### config.mk
export PLATFORM = sky130hd
export DESIGN_NAME = mfap_ctrl
export DESIGN_NICKNAME = d
export VERILOG_FILES = /design/src/sv/mfap_pkg.sv /design/src/sv/mfap_ctrl.sv
export VERILOG_INCLUDE_DIRS = /design/src /design/src/sv
export SDC_FILE = /design/constraint.sdc
export NUM_CORES = 1
export LEC_CHECK = 0
export BUFFER_PORTS_ARGS = -buffer_cell sky130_fd_sc_hd__buf_2
export CAP_MARGIN = 10
export CORE_MARGIN = 4
export CORE_UTILIZATION = 46
export DETAILED_ROUTE_END_ITERATION = 10
export PLACE_DENSITY_LB_ADDON = 0.15
export SETUP_SLACK_MARGIN = 0.5
export SYNTH_ARGS = -nofsm -noshare
export SYNTH_HDL_FRONTEND = slang
export SYNTH_SLANG_ARGS = --single-unit
### constraint.sdc
create_clock -name i_clk -period 1.4 [get_ports i_clk]
set_clock_uncertainty 0.1 [all_clocks]
set_input_delay 0.14 -clock i_clk [delete_from_list [all_inputs] [get_ports i_clk]]
set_output_delay 0.14 -clock i_clk [all_outputs]
set_load 0.01 [all_outputs]
### src/sv/assert_macros.svh
// Assertion macros shared by the max flow engine RTL.
// Included by each module that carries concurrent checks.
`ifndef ASSERT_MACROS_SVH
`define ASSERT_MACROS_SVH

// Property must hold at every clock edge outside reset.
`define MFAP_ASSERT(lbl, clk, rst_n, prop) \
    lbl: assert property (@(posedge clk) disable iff (!rst_n) prop) \
        else $error("%m: check failed");

// Expression must never be true outside reset.
`define MFAP_NEVER(lbl, clk, rst_n, expr) \
    lbl: assert property (@(posedge clk) disable iff (!rst_n) !(expr)) \
        else $error("%m: forbidden condition seen");

`endif

### src/sv/mfap_pkg.sv
// Shared types, codes and constants of the max flow engine.
// Used by mfap_ctrl, mfap_dp and the top module; depends on nothing.
package mfap_pkg;

    localparam int MAX_NODES     = 64;
    localparam int MAX_EDGES_DEF = 256;
    localparam int CAP_BITS_DEF  = 32;
    localparam int NODE_W        = 6;
    localparam int AMOUNT_W      = 40;
    localparam int NC_W          = 7;

    localparam logic [2:0] OP_ADD    = 3'd0;
    localparam logic [2:0] OP_CHANGE = 3'd1;
    localparam logic [2:0] OP_FLOW   = 3'd2;
    localparam logic [2:0] OP_READ   = 3'd3;
    localparam logic [2:0] OP_CUT    = 3'd4;

    localparam logic [2:0] STAT_OK        = 3'd0;
    localparam logic [2:0] STAT_RANGE     = 3'd1;
    localparam logic [2:0] STAT_INDEX     = 3'd2;
    localparam logic [2:0] STAT_FLOW      = 3'd3;
    localparam logic [2:0] STAT_SRC_SINK  = 3'd4;

    typedef struct packed {
        logic [2:0]        operation;
        logic [NODE_W-1:0] from_node;
        logic [NODE_W-1:0] to_node;
        logic [31:0]       capacity;
        logic [31:0]       edge_flow;
        logic [7:0]        edge_index;
        logic [NODE_W-1:0] source_node;
        logic [NODE_W-1:0] sink_node;
        logic [31:0]       limit_amount;
        logic              limit_enable;
    } t_request;

    typedef struct packed {
        logic [7:0]          edge_id;
        logic [AMOUNT_W-1:0] amount;
        logic [31:0]         edge_capacity;
        logic [NODE_W-1:0]   node;
        logic                source_side;
        logic                last;
        logic [2:0]          status;
    } t_result;

    typedef enum logic [4:0] {
        S_IDLE, S_DISPATCH, S_ERR_OUT, S_ADD_LO, S_ADD_HI, S_CHG_LO, S_CHG_HI,
        S_RD_A, S_RD_B, S_RD_C, S_FLOW_INIT, S_ROUND, S_SCAN_RD, S_SCAN_EV,
        S_POP, S_POP_LD, S_AUG_STK, S_AUG_X, S_AUG_R1, S_AUG_R2, S_AUG_W,
        S_ACCUM, S_FLOW_OUT, S_CUT_INIT, S_CUT_PASS, S_CUT_RD, S_CUT_EV,
        S_CUT_OUT
    } t_state;

    typedef enum logic [4:0] {
        C_NOP, C_LATCH, C_ERR_OUT, C_ADD_LO, C_ADD_HI, C_CHG_LO, C_CHG_HI,
        C_RD_A, C_RD_B, C_RD_C, C_FLOW_INIT, C_ROUND, C_SCAN_RD, C_SCAN_EV,
        C_POP, C_POP_LD, C_AUG_STK, C_AUG_X, C_AUG_R1, C_AUG_R2, C_AUG_W,
        C_ACCUM, C_FLOW_OUT, C_CUT_INIT, C_CUT_PASS, C_CUT_RD, C_CUT_EV,
        C_CUT_OUT
    } t_cmd;

    typedef struct packed {
        logic [2:0] op;
        logic       has_err;
        logic       arc_end;
        logic       match;
        logic       head_is_sink;
        logic       depth_one;
        logic       limit_zero;
        logic       src_eq_sink;
        logic       aug_last;
        logic       changed;
        logic       cut_last;
    } t_flags;

endpackage

### src/sv/mfap_ctrl.sv
// Sequencer of the max flow engine: one state machine issuing datapath commands.
// Depends on mfap_pkg and assert_macros.svh.
`include "assert_macros.svh"

module mfap_ctrl (
    input  logic              i_clk,
    input  logic              i_rst_n,
    input  logic              start,
    input  mfap_pkg::t_flags  i_flags,
    output logic              busy,
    output mfap_pkg::t_cmd    o_cmd
);

    mfap_pkg::t_state r_state;
    mfap_pkg::t_state n_state;

    always_ff @(posedge i_clk) begin
        if (!i_rst_n) begin
            r_state <= mfap_pkg::S_IDLE;
        end else begin
            r_state <= n_state;
        end
    end

    always_comb begin
        n_state = r_state;
        o_cmd   = mfap_pkg::C_NOP;
        busy    = 1'b1;
        unique case (r_state)
            mfap_pkg::S_IDLE: begin
                busy = 1'b0;
                if (start) begin
                    o_cmd   = mfap_pkg::C_LATCH;
                    n_state = mfap_pkg::S_DISPATCH;
                end
            end
            mfap_pkg::S_DISPATCH: begin
                unique case (i_flags.op)
                    mfap_pkg::OP_ADD:    n_state = i_flags.has_err ?
                        mfap_pkg::S_ERR_OUT : mfap_pkg::S_ADD_LO;
                    mfap_pkg::OP_CHANGE: n_state = i_flags.has_err ?
                        mfap_pkg::S_ERR_OUT : mfap_pkg::S_CHG_LO;
                    mfap_pkg::OP_FLOW:   n_state = i_flags.has_err ?
                        mfap_pkg::S_ERR_OUT : mfap_pkg::S_FLOW_INIT;
                    mfap_pkg::OP_READ:   n_state = i_flags.has_err ?
                        mfap_pkg::S_ERR_OUT : mfap_pkg::S_RD_A;
                    mfap_pkg::OP_CUT:    n_state = i_flags.has_err ?
                        mfap_pkg::S_ERR_OUT : mfap_pkg::S_CUT_INIT;
                    default:             n_state = mfap_pkg::S_IDLE;
                endcase
            end
            mfap_pkg::S_ERR_OUT: begin
                o_cmd   = mfap_pkg::C_ERR_OUT;
                n_state = mfap_pkg::S_IDLE;
            end
            mfap_pkg::S_ADD_LO: begin
                o_cmd   = mfap_pkg::C_ADD_LO;
                n_state = mfap_pkg::S_ADD_HI;
            end
            mfap_pkg::S_ADD_HI: begin
                o_cmd   = mfap_pkg::C_ADD_HI;
                n_state = mfap_pkg::S_IDLE;
            end
            mfap_pkg::S_CHG_LO: begin
                o_cmd   = mfap_pkg::C_CHG_LO;
                n_state = mfap_pkg::S_CHG_HI;
            end
            mfap_pkg::S_CHG_HI: begin
                o_cmd   = mfap_pkg::C_CHG_HI;
                n_state = mfap_pkg::S_IDLE;
            end
            mfap_pkg::S_RD_A: begin
                o_cmd   = mfap_pkg::C_RD_A;
                n_state = mfap_pkg::S_RD_B;
            end
            mfap_pkg::S_RD_B: begin
                o_cmd   = mfap_pkg::C_RD_B;
                n_state = mfap_pkg::S_RD_C;
            end
            mfap_pkg::S_RD_C: begin
                o_cmd   = mfap_pkg::C_RD_C;
                n_state = mfap_pkg::S_IDLE;
            end
            mfap_pkg::S_FLOW_INIT: begin
                o_cmd   = mfap_pkg::C_FLOW_INIT;
                n_state = mfap_pkg::S_ROUND;
            end
            mfap_pkg::S_ROUND: begin
                o_cmd = mfap_pkg::C_ROUND;
                if (i_flags.limit_zero) begin
                    n_state = mfap_pkg::S_FLOW_OUT;
                end else if (i_flags.src_eq_sink) begin
                    n_state = mfap_pkg::S_ACCUM;
                end else begin
                    n_state = mfap_pkg::S_SCAN_RD;
                end
            end
            mfap_pkg::S_SCAN_RD: begin
                o_cmd   = mfap_pkg::C_SCAN_RD;
                n_state = i_flags.arc_end ? mfap_pkg::S_POP : mfap_pkg::S_SCAN_EV;
            end
            mfap_pkg::S_SCAN_EV: begin
                o_cmd   = mfap_pkg::C_SCAN_EV;
                n_state = (i_flags.match && i_flags.head_is_sink) ?
                    mfap_pkg::S_AUG_STK : mfap_pkg::S_SCAN_RD;
            end
            mfap_pkg::S_POP: begin
                o_cmd   = mfap_pkg::C_POP;
                n_state = i_flags.depth_one ? mfap_pkg::S_FLOW_OUT : mfap_pkg::S_POP_LD;
            end
            mfap_pkg::S_POP_LD: begin
                o_cmd   = mfap_pkg::C_POP_LD;
                n_state = mfap_pkg::S_SCAN_RD;
            end
            mfap_pkg::S_AUG_STK: begin
                o_cmd   = mfap_pkg::C_AUG_STK;
                n_state = mfap_pkg::S_AUG_X;
            end
            mfap_pkg::S_AUG_X: begin
                o_cmd   = mfap_pkg::C_AUG_X;
                n_state = mfap_pkg::S_AUG_R1;
            end
            mfap_pkg::S_AUG_R1: begin
                o_cmd   = mfap_pkg::C_AUG_R1;
                n_state = mfap_pkg::S_AUG_R2;
            end
            mfap_pkg::S_AUG_R2: begin
                o_cmd   = mfap_pkg::C_AUG_R2;
                n_state = mfap_pkg::S_AUG_W;
            end
            mfap_pkg::S_AUG_W: begin
                o_cmd   = mfap_pkg::C_AUG_W;
                n_state = i_flags.aug_last ? mfap_pkg::S_ACCUM : mfap_pkg::S_AUG_STK;
            end
            mfap_pkg::S_ACCUM: begin
                o_cmd   = mfap_pkg::C_ACCUM;
                n_state = mfap_pkg::S_ROUND;
            end
            mfap_pkg::S_FLOW_OUT: begin
                o_cmd   = mfap_pkg::C_FLOW_OUT;
                n_state = mfap_pkg::S_IDLE;
            end
            mfap_pkg::S_CUT_INIT: begin
                o_cmd   = mfap_pkg::C_CUT_INIT;
                n_state = mfap_pkg::S_CUT_PASS;
            end
            mfap_pkg::S_CUT_PASS: begin
                o_cmd   = mfap_pkg::C_CUT_PASS;
                n_state = mfap_pkg::S_CUT_RD;
            end
            mfap_pkg::S_CUT_RD: begin
                o_cmd = mfap_pkg::C_CUT_RD;
                if (!i_flags.arc_end) begin
                    n_state = mfap_pkg::S_CUT_EV;
                end else if (i_flags.changed) begin
                    n_state = mfap_pkg::S_CUT_PASS;
                end else begin
                    n_state = mfap_pkg::S_CUT_OUT;
                end
            end
            mfap_pkg::S_CUT_EV: begin
                o_cmd   = mfap_pkg::C_CUT_EV;
                n_state = mfap_pkg::S_CUT_RD;
            end
            mfap_pkg::S_CUT_OUT: begin
                o_cmd   = mfap_pkg::C_CUT_OUT;
                n_state = i_flags.cut_last ? mfap_pkg::S_IDLE : mfap_pkg::S_CUT_OUT;
            end
            default: begin
                n_state = mfap_pkg::S_IDLE;
            end
        endcase
    end

    `MFAP_ASSERT(a_start_takes, i_clk, i_rst_n, (start && !busy) |=> busy)
    `MFAP_NEVER(a_latch_only_idle, i_clk, i_rst_n,
                (o_cmd == mfap_pkg::C_LATCH) && (r_state != mfap_pkg::S_IDLE))

endmodule

== Yosys cells after proc, flatten, opt, wreduce, memory -nomap -nowiden ==
Index checks and enable logic that the tools add are counted.

* Eq/ne operators: 32
* Multiplexer cells: 20
* Reduce and logical (&&, ||, !) cells: 5

{| class="wikitable"
|+ Operators with widths
! kind !! count
|-
| $pmux 5 s27 || 1
|-
| $pmux 5 s21 || 1
|-
| $eq 5x5->1 const B || 12
|-
| $eq 5x4->1 const B || 8
|-
| $mux 5 || 7
|-
| $pmux 5 s5 || 1
|-
| $eq 5x3->1 const B || 4
|-
| $eq 5x2->1 const B || 2
|-
| $mux 3 || 3
|-
| $eq 3x2->1 const B || 2
|-
| $mux 2 || 3
|-
| $eq 5x1->1 const B || 1
|-
| $logic_not 5->1 || 1
|-
| $mux 4 || 1
|-
| $reduce_or 2->1 || 2
|-
| $eq 3x1->1 const B || 1
|-
| $eq 3x3->1 const B || 1
|-
| $logic_not 3->1 || 1
|-
| $mux 1 || 3
|-
| $ne 2x2->1 const B || 1
|-
| $logic_and 1x1->1 || 1
|}

* Flip-flop bits (word level): 5
* Output and inout port bits: 6
* Word-level logic and storage cells: 58

== Logic depth before layout (Yosys ltp) ==
* Depth in word-level cells: 3
* Gate-level depth with buffers: 6
* Depth with buffers taken out: 4

== Least setup slack after synthesis ==
No wires, ideal clock.

* Path type: register to output
* From: register r_state[3]
* To: output o_cmd[0]
* Data arrival time: 1.126 ns
* Slack: 0.034 ns
* Stages on the path, launching flop included: 6
* Path buffers: 1
* Path through: dfxtp_1 > buf_4 > nand2_1 > and2_1 > o21bai_1 > a32o_1

* Cells in the longest elaborated chain, start to end: 2

{| class="wikitable"
|+ Ends and longest elaborated chain
! what !! line !! text
|-
| start, declared || mfap_ctrl.sv:14 || <nowiki>mfap_pkg::t_state r_state;</nowiki>
|-
| start signal, assigned || mfap_ctrl.sv:19 || <nowiki>r_state <= mfap_pkg::S_IDLE;</nowiki>
|-
| start signal, assigned || mfap_ctrl.sv:21 || <nowiki>r_state <= n_state;</nowiki>
|-
| $eq 5x5->1 (tied with other cells) || mfap_ctrl.sv:29 || <nowiki>unique case (r_state)</nowiki>
|-
| $pmux 5 s27 * || mfap_ctrl.sv:29 ||
|-
| end, declared || mfap_ctrl.sv:11 || <nowiki>output mfap_pkg::t_cmd o_cmd</nowiki>
|}

Every way passes the cells marked *; elsewhere a longest branch is shown, timed or not.

== Final worst setup path ==
* From: register r_state[3]
* To: register r_state[3]

* Cells in the longest elaborated chain, start to end: 3

{| class="wikitable"
|+ Ends and longest elaborated chain
! what !! line
|-
| $eq 5x5->1 or $eq 5x4->1 (tied branches) || mfap_ctrl.sv:29
|-
| $reduce_or 2->1 (no source line) || --
|-
| $pmux 5 s21 || mfap_ctrl.sv:29
|}

Several ways; a longest one is shown, not always the timed one.
A chain may end at the register's enable or synchronous reset.

==> flow_metrics.tcl <==
set metrics [dict create \
    dr_total_vias 1166 \
    finalMaxSlewViolations 0 \
    gp_congestion 0.918 \
    layout-drive-gt1-share_pct 59.1 \
    cts_root_buf "clkbuf_4" \
    crit_buf_inv 3 \
    die_y_um 49.9 \
    cts_tree "built" \
    synthAdderAreaFrac_pct 0 \
    clock_path_buffers 2 \
    synth_area_um2 808 \
    clock-sinks 5 \
    maxCapViolCount 0 \
    fp.dieW_um 49.9 \
    yosysWarnings 0 \
    synthSimpleGateAreaFrac_pct 38.4 \
    critical_path_class "flop to flop" \
    dieArea_um2 2490 \
    arrival_ns 1.78 \
    initial_core_util_pct 51.3 \
    synth_edf_count 0 \
    grt_pass1_wl_um 5180 \
    place_area_um2 1100 \
    overflow 0 \
    powerDensity_nw_per_um2 451 \
    slowest_stage "dfxtp_2" \
    core_um2 1580 \
    clk_latency_ns 0.26 \
    synth-compound-area-share_pct 35.3 \
    layout.area.seq_um2 108 \
    io_buffers 21 \
    synth_top_family_by_area "simple AND/OR/NAND/NOR gates" \
    switching_power_uw 236 \
    finalSetupViolCount 10 \
    grt.total_usage_pct 27.1 \
    rsz0062_at_grt "true" \
    yosys.area_share.xor_xnor_pct 0 \
    cpPeakStageDelay_ns 0.34 \
    clk_pin_slew_worst_paths_ns 0.05 \
    n_fill_cell 76 \
    cp_cell_sequence "buf_6, nor3_4, buf_4, nor4b_4, buf_4, a221oi_2, a31oi_1" \
    violations "negative setup slack" \
    fmax_mhz 584 \
    grt_pass1_vias 1133 \
    synth_area_per_cell_um2 7.28 \
    synth-seq-area-share_pct 12.4 \
    layout_commonest_cell "buf_4" \
    slew-limit-headroom_pct 74.8 \
    report.final.hold_viol_count 0 \
    rows 14 \
    outcome "complete, but fails checks" \
    biggestRegsByFlops "r_state (5)" \
    layout_common_cells "buf_4 (26), buf_2 (17), buf_6 (14)" \
    fin_crit_sh_pct 122 \
    required_ns 1.47 \
    crit_fanout 5 \
    nets 181 \
    antenna_found_initial 0 \
    via_per_inst 6.48 \
    syn2layout_area_growth_pct 74.0 \
    hold_class "primary input to flop" \
    tightest_slew_ns 0.375 \
    synthMuxAreaShare_pct 1.39 \
    setup_slack_ns -0.311 \
    cellInternalPower_uw 398 \
    grt_max_degree 12 \
    post_drt_wl_per_cell_um 19.3 \
    synthArstFlopShare_pct 0 \
    first_pass_iters 4 \
    h-tree-depth 1 \
    leakage_nw 0.571 \
    largest_reg_flops 5 \
    postSynthCellCount 111 \
    synth_seq_cells 5 \
    p_comb_share_pct 45.7 \
    end_kind "flop" \
    cpLargestDelayFamily "simple AND/OR/NAND/NOR gates" \
    drc_errors 0 \
    hpwl_um 2000 \
    io_pins 22 \
    min_period_ns 1.71 \
    drtIter0Drc 63 \
    n_antenna_cell 0 \
    regMostFlops "r_state" \
    ir_worst_vdd_v 0.000566 \
    syn-num-nets 127 \
    multi_input_area_um2 738 \
    seqPwrFrac_pct 25.5 \
    synth_ff_type "dfxtp_1" \
    dp_slack_ns -0.151 \
    synthDistinctLibCells 45 \
    post-route-util_pct 89.2 \
    wirelength_um 3470 \
    ant_nets 0 \
    cts_buffers 3 \
    fin_area_um2 1410 \
    p_sw_share_pct 37.2 \
    worst_path_most_repeated_cell "buf_4" \
    clkPwrFrac_pct 28.8 \
    start_kind "flop" \
]
what timing repair did:
item                       in CTS  in global routing
hold buffers                    0                  0
pin swaps                       7                  8
resized for setup              18                 20
setup buffers                  12                  5
setup endpoints to repair      11                 11
synthesized netlist by cell type (2+ instances only):
library cell  count  area share (%)
nor2_1           10             4.6
o21ai_0           9             5.6
a31oi_1           8             6.2
nand2_1           7             3.3
nand2b_1          7             5.4
a21oi_1           6             3.7
dfxtp_1           5              12
inv_1             5             2.3
buf_4             4             3.7
nor3_1            4             2.5
nor3b_1           4             3.7
buf_2             3             1.9
buf_6             3             4.2
nor4_1            3             2.3
and2_1            2             1.5
o21bai_1          2             1.9
cells by family after synthesis:
logic type      count (synthesis)
simple gates                   50
compound gates                 39
mux                             1
flops                           5
buf+inv                        16
path summary, 6_finish.rpt:
path / start / cells after the start / endpoint / slack, ns
worst min register to register: r_state[0]$_SDFFE_PN0P_ / 3 / r_state[2]$_SDFFE_PN0P_ / 0.64
worst max register to register: r_state[3]$_SDFFE_PN0P_ / 7 / r_state[3]$_SDFFE_PN0P_ / -0.31
worst min-delay path: i_rst_n / 3 / r_state[1]$_SDFFE_PN0P_ / 0.08
worst max-delay path: r_state[3]$_SDFFE_PN0P_ / 7 / r_state[3]$_SDFFE_PN0P_ / -0.31
stage by stage:
stage          TNS [ns]  hold slack [ns]  power [mW]  std cells
2_1_floorplan         0            0.153       0.307        111
3_3_place_gp     -0.420            0.286       0.384        159
3_5_place_dp     -0.602            0.299       0.390        159
4_1_cts           -1.59           0.0225       0.592        175
5_1_grt           -2.67           0.0888       0.666        180
6_report          -1.94           0.0767       0.635        180
worst register-to-register path, cell delays in order (launching register included):
cell and delay [ns]:
dfxtp_2 0.34, buf_6 0.13, nor3_4 0.22, buf_4 0.15
nor4b_4 0.29, buf_4 0.18, a221oi_2 0.05, a31oi_1 0.18
metal layers:
metal / GRT usage [%] / share of wire [%]
met1: 29.2 / 35
met2: 46.3 / 47
met3: 6.63 / 10
met4: 18.4 / 7.2
met5: 0 / 0
cell type report:
cell class	count	share of cell area, %
timing repair buffer	60	35.1
clock buffer	4	1.87
tap	16	1.42
sequential	5	7.65
multi-input combinational	90	52.5
inverter	5	1.51
power groups by stage:
stage          Sequential (mW)  Combinational, mW  Clock [mW]
2_1_floorplan            0.154              0.153           0
3_3_place_gp             0.163              0.220           0
3_5_place_dp             0.164              0.226           0
4_1_cts                  0.160              0.250       0.181
5_1_grt                  0.164              0.309       0.193
6_report                 0.162              0.290       0.183
(Power assumes the default switching activity.)
